$ cat src/rtl/core/tpwe_pkg.sv
`default_nettype none

package tpwe_pkg;

	localparam int CountW = 16;
	localparam int LenW   = 6;
	localparam int LevelW = 8;
	localparam int ByteW  = 8;
	localparam int CfgIdxW = 3;
	localparam int CfgW   = 8;
	localparam int QDepth = 4;
	localparam int QAw    = $clog2(QDepth);

	typedef enum logic [2:0] {
		REQ_GAP   = 3'd0,
		REQ_TMARK = 3'd1,
		REQ_BYTE  = 3'd2,
		REQ_CSUM  = 3'd3,
		REQ_CLEAR = 3'd4
	} req_code_t;

	typedef enum logic [CfgIdxW-1:0] {
		CFG_LONG_LOW   = 3'd0,
		CFG_LONG_HIGH  = 3'd1,
		CFG_SHORT_LOW  = 3'd2,
		CFG_SHORT_HIGH = 3'd3,
		CFG_LOW_LEVEL  = 3'd4,
		CFG_HIGH_LEVEL = 3'd5
	} cfg_idx_t;

	typedef enum logic [1:0] {
		CMD_GAP   = 2'd0,
		CMD_TMARK = 2'd1,
		CMD_BYTE  = 2'd2,
		CMD_CSUM  = 2'd3
	} cmd_kind_t;

	// data holds the bits to send MSB-aligned; a single byte sits in the upper half
	typedef struct packed {
		cmd_kind_t           kind;
		logic [CountW-1:0]   count;
		logic [2*ByteW-1:0]  data;
	} cmd_t;

	typedef struct packed {
		logic [LenW-1:0]   long_low;
		logic [LenW-1:0]   long_high;
		logic [LenW-1:0]   short_low;
		logic [LenW-1:0]   short_high;
		logic [LevelW-1:0] low_level;
		logic [LevelW-1:0] high_level;
	} cfg_t;

	typedef struct packed {
		logic              pulse_long;
		logic [CountW-1:0] repeat_res;
		logic [LenW-1:0]   low_samples;
		logic [LenW-1:0]   high_samples;
		logic [LevelW-1:0] low_value;
		logic [LevelW-1:0] high_value;
		logic              last;
	} res_t;

	localparam logic [LenW-1:0]   LongLowRst   = 6'd21;
	localparam logic [LenW-1:0]   LongHighRst  = 6'd22;
	localparam logic [LenW-1:0]   ShortLowRst  = 6'd11;
	localparam logic [LenW-1:0]   ShortHighRst = 6'd12;
	localparam logic [LevelW-1:0] LowLevelRst  = 8'd32;
	localparam logic [LevelW-1:0] HighLevelRst = 8'd224;

	localparam logic [CountW-1:0] TmarkTailRep = 16'd2;

endpackage

`default_nettype wire

$ cat src/rtl/core/tpwe_if.sv
`default_nettype none

interface tpwe_req_if import tpwe_pkg::*; ();
	logic              valid;
	logic              ready;
	logic [2:0]        req_type;
	logic [CountW-1:0] count;
	logic [ByteW-1:0]  data_byte;

	modport source (output valid, req_type, count, data_byte, input ready);
	modport sink (input valid, req_type, count, data_byte, output ready);
endinterface

interface tpwe_res_if import tpwe_pkg::*; ();
	logic              valid;
	logic              ready;
	logic              pulse_long;
	logic [CountW-1:0] repeat_res;
	logic [LenW-1:0]   low_samples;
	logic [LenW-1:0]   high_samples;
	logic [LevelW-1:0] low_value;
	logic [LevelW-1:0] high_value;
	logic              last;

	modport source (output valid, pulse_long, repeat_res, low_samples, high_samples,
		low_value, high_value, last, input ready);
	modport sink (input valid, pulse_long, repeat_res, low_samples, high_samples,
		low_value, high_value, last, output ready);
endinterface

`default_nettype wire

$ cat src/rtl/core/tpwe_front.sv
`default_nettype none

module tpwe_front import tpwe_pkg::*; (
	input  wire logic clk,
	input  wire logic arst_n,
	tpwe_req_if.sink  req,
	output logic      push_valid,
	input  wire logic push_ready,
	output cmd_t      push_cmd
);

	logic [CountW-1:0] csum_q;
	logic [3:0]        ones;
	logic              take;

	assign req.ready = push_ready;
	assign take      = req.valid && push_ready;

	always_comb begin
		ones = '0;
		for (int i = 0; i < ByteW; i++) begin
			ones = ones + {3'd0, req.data_byte[i]};
		end
	end

	always_comb begin
		push_valid     = 1'b0;
		push_cmd.kind  = CMD_GAP;
		push_cmd.count = req.count;
		push_cmd.data  = {req.data_byte, {ByteW{1'b0}}};
		case (req.req_type)
			REQ_GAP: begin
				push_valid = take && (req.count != '0);
			end
			REQ_TMARK: begin
				push_valid    = take;
				push_cmd.kind = CMD_TMARK;
			end
			REQ_BYTE: begin
				push_valid    = take;
				push_cmd.kind = CMD_BYTE;
			end
			REQ_CSUM: begin
				push_valid    = take;
				push_cmd.kind = CMD_CSUM;
				push_cmd.data = csum_q;
			end
			default: begin
				push_valid = 1'b0;
			end
		endcase
	end

	always_ff @(posedge clk or negedge arst_n) begin
		if (!arst_n) begin
			csum_q <= '0;
		end else if (take) begin
			if (req.req_type == REQ_BYTE) begin
				csum_q <= csum_q + {12'd0, ones};
			end else if (req.req_type == REQ_CLEAR) begin
				csum_q <= '0;
			end
		end
	end

endmodule

`default_nettype wire

$ cat src/rtl/core/tpwe_fifo.sv
`default_nettype none

module tpwe_fifo import tpwe_pkg::*; (
	input  wire logic clk,
	input  wire logic arst_n,
	input  wire logic push_valid,
	output logic      push_ready,
	input  wire cmd_t push_cmd,
	output logic      pop_valid,
	input  wire logic pop_ready,
	output cmd_t      pop_cmd
);

	cmd_t           mem_q [QDepth];
	logic [QAw-1:0] wptr_q;
	logic [QAw-1:0] rptr_q;
	logic [QAw:0]   cnt_q;
	logic           push;
	logic           pop;

	assign push_ready = (cnt_q != QDepth[QAw:0]);
	assign pop_valid  = (cnt_q != '0);
	assign pop_cmd    = mem_q[rptr_q];
	assign push       = push_valid && push_ready;
	assign pop        = pop_valid && pop_ready;

	always_ff @(posedge clk) begin
		if (push) begin
			mem_q[wptr_q] <= push_cmd;
		end
	end

	always_ff @(posedge clk or negedge arst_n) begin
		if (!arst_n) begin
			wptr_q <= '0;
			rptr_q <= '0;
			cnt_q  <= '0;
		end else begin
			if (push) begin
				wptr_q <= wptr_q + 1'b1;
			end
			if (pop) begin
				rptr_q <= rptr_q + 1'b1;
			end
			if (push && !pop) begin
				cnt_q <= cnt_q + 1'b1;
			end else if (pop && !push) begin
				cnt_q <= cnt_q - 1'b1;
			end
		end
	end

	a_cnt_bound: assert property (@(posedge clk) disable iff (!arst_n)
		cnt_q <= QDepth[QAw:0])
		else $error("queue count beyond depth");

	a_ptr_gap: assert property (@(posedge clk) disable iff (!arst_n)
		(wptr_q - rptr_q) == cnt_q[QAw-1:0])
		else $error("queue pointers disagree with count");

	a_cnt_inc: assert property (@(posedge clk) disable iff (!arst_n)
		push && !pop |=> cnt_q == $past(cnt_q) + 1'b1)
		else $error("queue count missed a push");

endmodule

`default_nettype wire

$ cat src/rtl/core/tpwe_back.sv
`default_nettype none

module tpwe_back import tpwe_pkg::*; (
	input  wire logic clk,
	input  wire logic arst_n,
	input  wire cfg_t cfg,
	input  wire logic pop_valid,
	output logic      pop_ready,
	input  wire cmd_t pop_cmd,
	tpwe_res_if.source res
);

	cmd_t       cur_q;
	logic       busy_q;
	logic [1:0] tm_q;
	logic [3:0] bit_q;
	logic       byte_q;
	logic       tail_q;
	logic       res_valid_q;
	res_t       res_q;

	logic              adv;
	logic              is_long;
	logic [CountW-1:0] rep;
	logic              fin;
	res_t              res_d;

	always_comb begin
		is_long = 1'b1;
		rep     = 16'd1;
		fin     = 1'b0;
		case (cur_q.kind)
			CMD_GAP: begin
				is_long = 1'b0;
				rep     = cur_q.count;
				fin     = 1'b1;
			end
			CMD_TMARK: begin
				is_long = (tm_q != 2'd1);
				rep     = (tm_q == 2'd2) ? TmarkTailRep : cur_q.count;
				fin     = (tm_q == 2'd2);
			end
			default: begin
				if (tail_q) begin
					fin = 1'b1;
				end else if (bit_q == 4'd8) begin
					fin = (cur_q.kind == CMD_BYTE);
				end else begin
					is_long = cur_q.data[2*ByteW-1];
				end
			end
		endcase
	end

	always_comb begin
		res_d.pulse_long   = is_long;
		res_d.repeat_res   = rep;
		res_d.low_samples  = is_long ? cfg.long_low : cfg.short_low;
		res_d.high_samples = is_long ? cfg.long_high : cfg.short_high;
		res_d.low_value    = cfg.low_level;
		res_d.high_value   = cfg.high_level;
		res_d.last         = fin;
	end

	assign adv       = busy_q && (!res_valid_q || res.ready);
	assign pop_ready = !busy_q || (adv && fin);

	always_ff @(posedge clk) begin
		if (adv) begin
			res_q <= res_d;
		end
	end

	always_ff @(posedge clk or negedge arst_n) begin
		if (!arst_n) begin
			busy_q      <= 1'b0;
			res_valid_q <= 1'b0;
			cur_q       <= '0;
			tm_q        <= '0;
			bit_q       <= '0;
			byte_q      <= 1'b0;
			tail_q      <= 1'b0;
		end else begin
			if (adv) begin
				res_valid_q <= 1'b1;
			end else if (res.ready) begin
				res_valid_q <= 1'b0;
			end

			if (pop_valid && pop_ready) begin
				busy_q <= 1'b1;
				cur_q  <= pop_cmd;
				tm_q   <= (pop_cmd.count == '0) ? 2'd2 : 2'd0;
				bit_q  <= '0;
				byte_q <= 1'b0;
				tail_q <= 1'b0;
			end else if (adv) begin
				if (fin) begin
					busy_q <= 1'b0;
				end
				tm_q <= tm_q + 1'b1;
				if (bit_q == 4'd8) begin
					bit_q <= '0;
					if (byte_q) begin
						tail_q <= 1'b1;
					end else begin
						byte_q <= 1'b1;
					end
				end else begin
					bit_q      <= bit_q + 1'b1;
					cur_q.data <= {cur_q.data[2*ByteW-2:0], 1'b0};
				end
			end
		end
	end

	assign res.valid        = res_valid_q;
	assign res.pulse_long   = res_q.pulse_long;
	assign res.repeat_res   = res_q.repeat_res;
	assign res.low_samples  = res_q.low_samples;
	assign res.high_samples = res_q.high_samples;
	assign res.low_value    = res_q.low_value;
	assign res.high_value   = res_q.high_value;
	assign res.last         = res_q.last;

	a_bit_range: assert property (@(posedge clk) disable iff (!arst_n)
		busy_q && (cur_q.kind == CMD_BYTE || cur_q.kind == CMD_CSUM) |-> bit_q <= 4'd8)
		else $error("bit step out of range");

	a_tail_order: assert property (@(posedge clk) disable iff (!arst_n)
		busy_q && tail_q |-> cur_q.kind == CMD_CSUM && byte_q && bit_q == 4'd0)
		else $error("final checksum pulse out of order");

endmodule

`default_nettype wire

$ cat src/rtl/core/tape_pulse_width_encoder.sv
// Pulse-width tape encoder.
// Requests arrive on req (valid/ready): gap, tapemark, data byte, send
// checksum or clear checksum. Each request turns into a run of results on
// res (valid/ready), one result per pulse or run of identical pulses, with
// last set on the final result of the request.
// Results per request: gap 1 (none for a zero count), tapemark 3 (1 for a
// zero count), data byte 9, send checksum 19, clear checksum none.
// The back end issues one result per cycle unless res.ready stalls it, and
// it takes the next command from the queue as it issues the previous one's
// last result, so results of successive requests follow without a gap.
// A request goes through the queue, cur_q and res_q to its first result.
// A 4-entry command queue sits between the request decoder and the pulse
// sequencer; req.ready drops only while that queue is full.
// When res.ready is low the output register holds its result and the
// sequencer stalls; requests are still taken until the queue fills.
// Configuration (cfg_we, cfg_index, cfg_wdata) must be written while idle.
// Reset restores the default pulse lengths and levels, clears the checksum
// and empties the queue and output register.
`default_nettype none

module tape_pulse_width_encoder import tpwe_pkg::*; (
	input  wire logic               clk,
	input  wire logic               arst_n,
	input  wire logic               cfg_we,
	input  wire logic [CfgIdxW-1:0] cfg_index,
	input  wire logic [CfgW-1:0]    cfg_wdata,
	tpwe_req_if.sink                req,
	tpwe_res_if.source              res
);

	cfg_t cfg_q;
	logic push_valid;
	logic push_ready;
	cmd_t push_cmd;
	logic pop_valid;
	logic pop_ready;
	cmd_t pop_cmd;

	always_ff @(posedge clk or negedge arst_n) begin
		if (!arst_n) begin
			cfg_q.long_low   <= LongLowRst;
			cfg_q.long_high  <= LongHighRst;
			cfg_q.short_low  <= ShortLowRst;
			cfg_q.short_high <= ShortHighRst;
			cfg_q.low_level  <= LowLevelRst;
			cfg_q.high_level <= HighLevelRst;
		end else if (cfg_we) begin
			case (cfg_index)
				CFG_LONG_LOW:   cfg_q.long_low   <= cfg_wdata[LenW-1:0];
				CFG_LONG_HIGH:  cfg_q.long_high  <= cfg_wdata[LenW-1:0];
				CFG_SHORT_LOW:  cfg_q.short_low  <= cfg_wdata[LenW-1:0];
				CFG_SHORT_HIGH: cfg_q.short_high <= cfg_wdata[LenW-1:0];
				CFG_LOW_LEVEL:  cfg_q.low_level  <= cfg_wdata[LevelW-1:0];
				CFG_HIGH_LEVEL: cfg_q.high_level <= cfg_wdata[LevelW-1:0];
				default: begin
				end
			endcase
		end
	end

	tpwe_front u_front (
		.clk        (clk),
		.arst_n     (arst_n),
		.req        (req),
		.push_valid (push_valid),
		.push_ready (push_ready),
		.push_cmd   (push_cmd)
	);

	tpwe_fifo u_fifo (
		.clk        (clk),
		.arst_n     (arst_n),
		.push_valid (push_valid),
		.push_ready (push_ready),
		.push_cmd   (push_cmd),
		.pop_valid  (pop_valid),
		.pop_ready  (pop_ready),
		.pop_cmd    (pop_cmd)
	);

	tpwe_back u_back (
		.clk       (clk),
		.arst_n    (arst_n),
		.cfg       (cfg_q),
		.pop_valid (pop_valid),
		.pop_ready (pop_ready),
		.pop_cmd   (pop_cmd),
		.res       (res)
	);

endmodule

`default_nettype wire

$ cat src/flat_wrapper.sv
// flat-port wrapper written by rule: the top's interface ports become plain ports
module tape_pulse_width_encoder_flat import tpwe_pkg::*;
  (clk, arst_n, cfg_we, cfg_index, cfg_wdata, req_valid, req_req_type, req_count, req_data_byte, req_ready, res_valid, res_pulse_long, res_repeat_res, res_low_samples, res_high_samples, res_low_value, res_high_value, res_last, res_ready);
  tpwe_req_if req_i ();
  tpwe_res_if res_i ();
  input  wire logic clk;
  input  wire logic arst_n;
  input  wire logic cfg_we;
  input  wire logic [CfgIdxW-1:0] cfg_index;
  input  wire logic [CfgW-1:0] cfg_wdata;
  input wire logic [$bits(req_i.valid)-1:0] req_valid;
  input wire logic [$bits(req_i.req_type)-1:0] req_req_type;
  input wire logic [$bits(req_i.count)-1:0] req_count;
  input wire logic [$bits(req_i.data_byte)-1:0] req_data_byte;
  output wire logic [$bits(req_i.ready)-1:0] req_ready;
  output wire logic [$bits(res_i.valid)-1:0] res_valid;
  output wire logic [$bits(res_i.pulse_long)-1:0] res_pulse_long;
  output wire logic [$bits(res_i.repeat_res)-1:0] res_repeat_res;
  output wire logic [$bits(res_i.low_samples)-1:0] res_low_samples;
  output wire logic [$bits(res_i.high_samples)-1:0] res_high_samples;
  output wire logic [$bits(res_i.low_value)-1:0] res_low_value;
  output wire logic [$bits(res_i.high_value)-1:0] res_high_value;
  output wire logic [$bits(res_i.last)-1:0] res_last;
  input wire logic [$bits(res_i.ready)-1:0] res_ready;
  assign req_i.valid = req_valid;
  assign req_i.req_type = req_req_type;
  assign req_i.count = req_count;
  assign req_i.data_byte = req_data_byte;
  assign req_ready = req_i.ready;
  assign res_valid = res_i.valid;
  assign res_pulse_long = res_i.pulse_long;
  assign res_repeat_res = res_i.repeat_res;
  assign res_low_samples = res_i.low_samples;
  assign res_high_samples = res_i.high_samples;
  assign res_low_value = res_i.low_value;
  assign res_high_value = res_i.high_value;
  assign res_last = res_i.last;
  assign res_i.ready = res_ready;
  tape_pulse_width_encoder u_core (.clk(clk), .arst_n(arst_n), .cfg_we(cfg_we), .cfg_index(cfg_index), .cfg_wdata(cfg_wdata), .req(req_i), .res(res_i));
endmodule
$ cat config.mk
export PLATFORM = sky130hd
export DESIGN_NAME = tape_pulse_width_encoder_flat
export DESIGN_NICKNAME = d
export VERILOG_FILES = /design/src/rtl/core/tpwe_pkg.sv /design/src/rtl/core/tpwe_if.sv /design/src/rtl/core/tpwe_front.sv /design/src/rtl/core/tpwe_fifo.sv /design/src/rtl/core/tpwe_back.sv /design/src/rtl/core/tape_pulse_width_encoder.sv /design/src/flat_wrapper.sv
export SDC_FILE = /design/constraint.sdc
export NUM_CORES = 1
export LEC_CHECK = 0
export BUFFER_PORTS_ARGS = -buffer_cell sky130_fd_sc_hd__buf_2
export CAP_MARGIN = 40
export CORE_UTILIZATION = 30
export DETAILED_ROUTE_END_ITERATION = 6
export HOLD_SLACK_MARGIN = 0.08
export PLACE_DENSITY = 0.56
export SLEW_MARGIN = 20
export SYNTH_ARGS = -nofsm -noshare
export SYNTH_HDL_FRONTEND = slang
export SYNTH_HIERARCHICAL = 1
export SYNTH_SLANG_ARGS = --single-unit
$ cat constraint.sdc
create_clock -name clk -period 4.4 [get_ports clk]
set_input_delay 0.44 -clock clk [delete_from_list [all_inputs] [get_ports clk]]
set_output_delay 0.44 -clock clk [all_outputs]
set_load 0.01 [all_outputs]
==> metrics.csv <==
metric,value,unit
H-tree depth,2,
Gate power share,26.0,%
Final nets,899,
worst hold endpoint,u_core/u_fifo/mem_q[3][25]$_DFFE_PP_,
Final Hold Vio Count,0,
fmax,306,MHz
Worst R2R Start,u_core/u_front/csum_q[0]$_DFFE_PN0P_,
Starting Density,30.6,%
vias in the first global route,6631,
port bufs,90,
Worst R2R Setup Slack,1.25,ns
Worst slew margin,49.2,%
Yosys Warn Count,6,
global route overflow,0,
crit end category,register,
synthesized net count,805,
Async SR Flop Fraction,37.0,%
worst slack at placement,0.584,ns
Setup Buffers After CTS,0,
CP Cell Sequence,"buf_2, fa_1, inv_1, fa_1, fa_1, fa_1, fa_1, nor2b_1, o21ai_2, a211oi_2, xnor2_1, nor2_1",
hold path startpoint,req_count[9],
sw power,2630,µW
number of buffers and inverters on the critical path,2,
worst-skew pair later-pin latency,0.51,ns
CTS Buf Count,34,
Worst Tran Pin Value,0.763,ns
vias per cell,4.55,
TritonRoute pass-1 iters,4,
internal power,6580,µW
Final setup viols,0,
GRT Resource Usage Total,11.8,%
total design power,9210,µW
Die H,204,µm
Die W,204,µm
status,completed,
DP Wirelength,15.8,mm
Max stage delay on crit path,0.53,ns
RSZ-0062 raised after global routing,false,
crit path DAT,3.66,ns
CTS tree,done,
Peak VDD IR,321,µV
sequential share of the synthesized area,66.4,%
worst path required time,4.79,ns
I/O pins,91,
vias after detailed routing,6292,
WHS Path Cells,1,
path depth of the worst reg2reg path,10,
Tcrit/Tclk final,74.3,%
share of cells above drive strength 1,32.7,%
Final Max Slew Viols,0,
initial antenna violation count,0,
# hold bufs at CTS,1,
Max clock buf depth,3,
placed cell count,1323,
Worst Setup SP,req_data_byte[0],
DR iter-0 viols,274,
number of synthesized flops with an enable pin,182,
GPL Wtd Cong,0.769,
min Tclk post-route,3.27,ns
post-CTS sizing,0,
per-cell routed wire length,17.3,µm
Yosys reg bits,289,
syn avg cell area,16.6,µm²
drt total wl,24.0,mm
Clk pwr share,30.8,%
Finished Layout Cells,1384,
detailed-route DRC error count,0,
Startpoint Class,input pin,
P per Cell Area,644,nW/µm²
ys flop type,edfxtp_1,
worst hold path class,input pin to register,
Top delay family on crit path,adder cells,
die area,41800,µm²
largest net degree at the start of global routing,52,
filler instances,3824,
# clock sinks,289,
multi-input logic area,3620,µm²
first-pass GRT wire length,38.0,mm
Setup Skew,0.0281,ns
"Slowest-stage cell, CP",fa_1,
Mapped Cells,741,
P_leak,0.00554,µW
Post-Syn Area,12300,µm²
sequential cell area,8160,µm²
Worst path most repeated cell,fa_1,
post-route setup slack,1.13,ns
Core ar.,40100,µm²
Reg power frac,43.2,%
Worst R2R End,u_core/u_front/csum_q[14]$_DFFE_PN0P_,
Final ANT Viol Nets,0,
post-route setup TNS,0,ns
FP Rows,73,
maxcap violations,0,
critical path type,input pin to register,
ANT cells,0,
Worst Path Max Fanout,6,
Yosys cell types,67,
sw frac,28.6,%
clock transition at the registers of the reported paths,0.06,ns
clk root buf,clkbuf_16,
area grow syn2layout,16.4,%
==> cell usage in the layout (no fill, tap or decap), types with 4 or more instances in the layout <==
cell and count:
o21ai_1 10, nand2b_1 5, nand2_1 31, mux4_2 28, buf_4 12, and3_1 9
and2_1 20, clkinv_1 4, mux4_1 6, or3_1 4, clkbuf_1 8, mux2_4 20
xnor2_1 13, a21oi_1 21, mux2i_1 17, mux2_2 45, buf_2 89, bufinv_16 5
and3b_1 4, edfxtp_1 182, nor4_1 8, dfrtp_1 91, nor2_1 39, clkinv_2 4
a211oi_2 5, mux2_1 8, dfstp_2 15, clkbuf_16 34, nand3_1 7, fa_1 6
ha_1 15, inv_1 25, xor2_1 6
==> layer usage <==
metal | wire, µm | up-vias | GRT usage (%)
li1 | - | 2950 | -
met3 | 970 | 39 | 2.23
met1 | 11200 | 3169 | 16.1
met2 | 11300 | 134 | 18.9
met5 | 0 | - | 0
met4 | 529 | 0 | 4.02
==> cells in the mapped netlist, types with 3 or more instances <==
cell type | number | share of area, %
edfxtp_1 | 182 | 44
dfrtp_1 | 92 | 19
mux2_2 | 45 | 4.1
nor2_1 | 39 | 1.2
nand2_1 | 31 | 0.95
mux4_2 | 28 | 5.1
inv_1 | 26 | 0.79
a21oi_1 | 21 | 0.86
and2_1 | 20 | 1.0
buf_4 | 20 | 1.2
mux2_4 | 20 | 2.4
mux2i_1 | 17 | 1.4
dfstp_2 | 15 | 3.2
ha_1 | 15 | 1.5
xnor2_1 | 13 | 0.93
buf_2 | 10 | 0.41
buf_6 | 10 | 0.92
o21ai_1 | 10 | 0.41
and3_1 | 9 | 0.46
mux2_1 | 8 | 0.73
nor4_1 | 8 | 0.41
nand3_1 | 7 | 0.29
fa_1 | 6 | 0.98
mux4_1 | 6 | 1.3
xor2_1 | 6 | 0.43
a211oi_2 | 5 | 0.51
nand2b_1 | 5 | 0.25
and3b_1 | 4 | 0.29
or3_1 | 4 | 0.20
a21o_1 | 3 | 0.18
a22o_1 | 3 | 0.21
buf_12 | 3 | 0.49
clkbuf_1 | 3 | 0.092
nor2b_1 | 3 | 0.15
o21ai_0 | 3 | 0.12
==> layout make-up <==
type / count / share of cell area (%)
tap: 525 / 4.59
clock buffer: 44 / 6.35
timing repair buffer: 106 / 4.27
multi-input combinational: 377 / 25.4
sequential: 289 / 57.1
inverter: 27 / 0.709
clock inverter: 16 / 1.63
==> worst max-delay path by stage <==
| stage | to | slack [ns] | depth (start not counted) |
|---|---|---|---|
| after floorplan | u_core/u_front/csum_q[12]$_DFFE_PN0P_ | 0.90 | 11 |
| after CTS | u_core/u_front/csum_q[10]$_DFFE_PN0P_ | 1.13 | 12 |
| after detailed placement | u_core/u_front/csum_q[10]$_DFFE_PN0P_ | 0.58 | 12 |
| after global routing | u_core/u_front/csum_q[13]$_DFFE_PN0P_ | 0.93 | 11 |
| final | u_core/u_front/csum_q[14]$_DFFE_PN0P_ | 1.13 | 12 |
| after global placement | u_core/u_front/csum_q[6]$_DFFE_PN0P_ | 0.60 | 12 |
==> state kept, by name (all words and copies together) (netlist names), 3 cells and up <==
register / count
u_core/u_back/bit_q: 4
u_core/u_back/res.low_value: 8
u_core/u_fifo/cnt_q: 3
u_core/u_fifo/mem_q: 136
u_core/u_back/res.high_samples: 6
u_core/u_back/res.low_samples: 6
u_core/u_front/csum_q: 16
u_core/cfg_q: 40
u_core/u_back/res.high_value: 8
u_core/u_back/res.repeat_res: 16
u_core/u_back/cur_q: 34
==> through the flow <==
stage,cell area (µm²),util (%),hold WS (ns)
finish,14300,35.7,0.164
global route,14300,35.7,0.152
CTS,14300,35.7,0.138
detailed placement,13100,32.8,0.356
global placement,13100,32.6,0.425
floorplan,12300,-,0.144
==> power groups by stage <==
stage / clock [µW] / combinational (µW) / sequential [µW]
2_1_floorplan: 0 / 1900 / 3950
3_3_place_gp: 0 / 2350 / 4060
3_5_place_dp: 0 / 2440 / 4040
4_1_cts: 2930 / 2450 / 4000
5_1_grt: 3030 / 2640 / 4060
6_report: 2840 / 2390 / 3980
==> kinds of logic after synthesis <==
group / count (synthesis) / share of synthesized area (%)
DFF: 289 / 66.4
and+or+nand+nor: 151 / 6.82
muxes: 124 / 15.1
buffers and inverters: 75 / 4.11
AOI/OAI and AO/OA: 61 / 3.43
adders and majority gates: 21 / 2.51
xor gates and xnor gates: 20 / 1.58
==> worst reg2reg max path: cells and delay by family, from the launching register on <==
| kind | cells | cell delay (ns) |
|---|---|---|
| AND/OR/NAND/NOR | 2 | 0.20 |
| adder cells (fa/ha/maj) | 4 | 1.71 |
| flip-flops | 1 | 0.40 |
| buffers and inverters | 1 | 0.14 |
| AO/OA/AOI/OAI | 2 | 0.44 |
| XOR/XNOR | 1 | 0.14 |
Note: power is estimated with default switching activity, not from simulation.
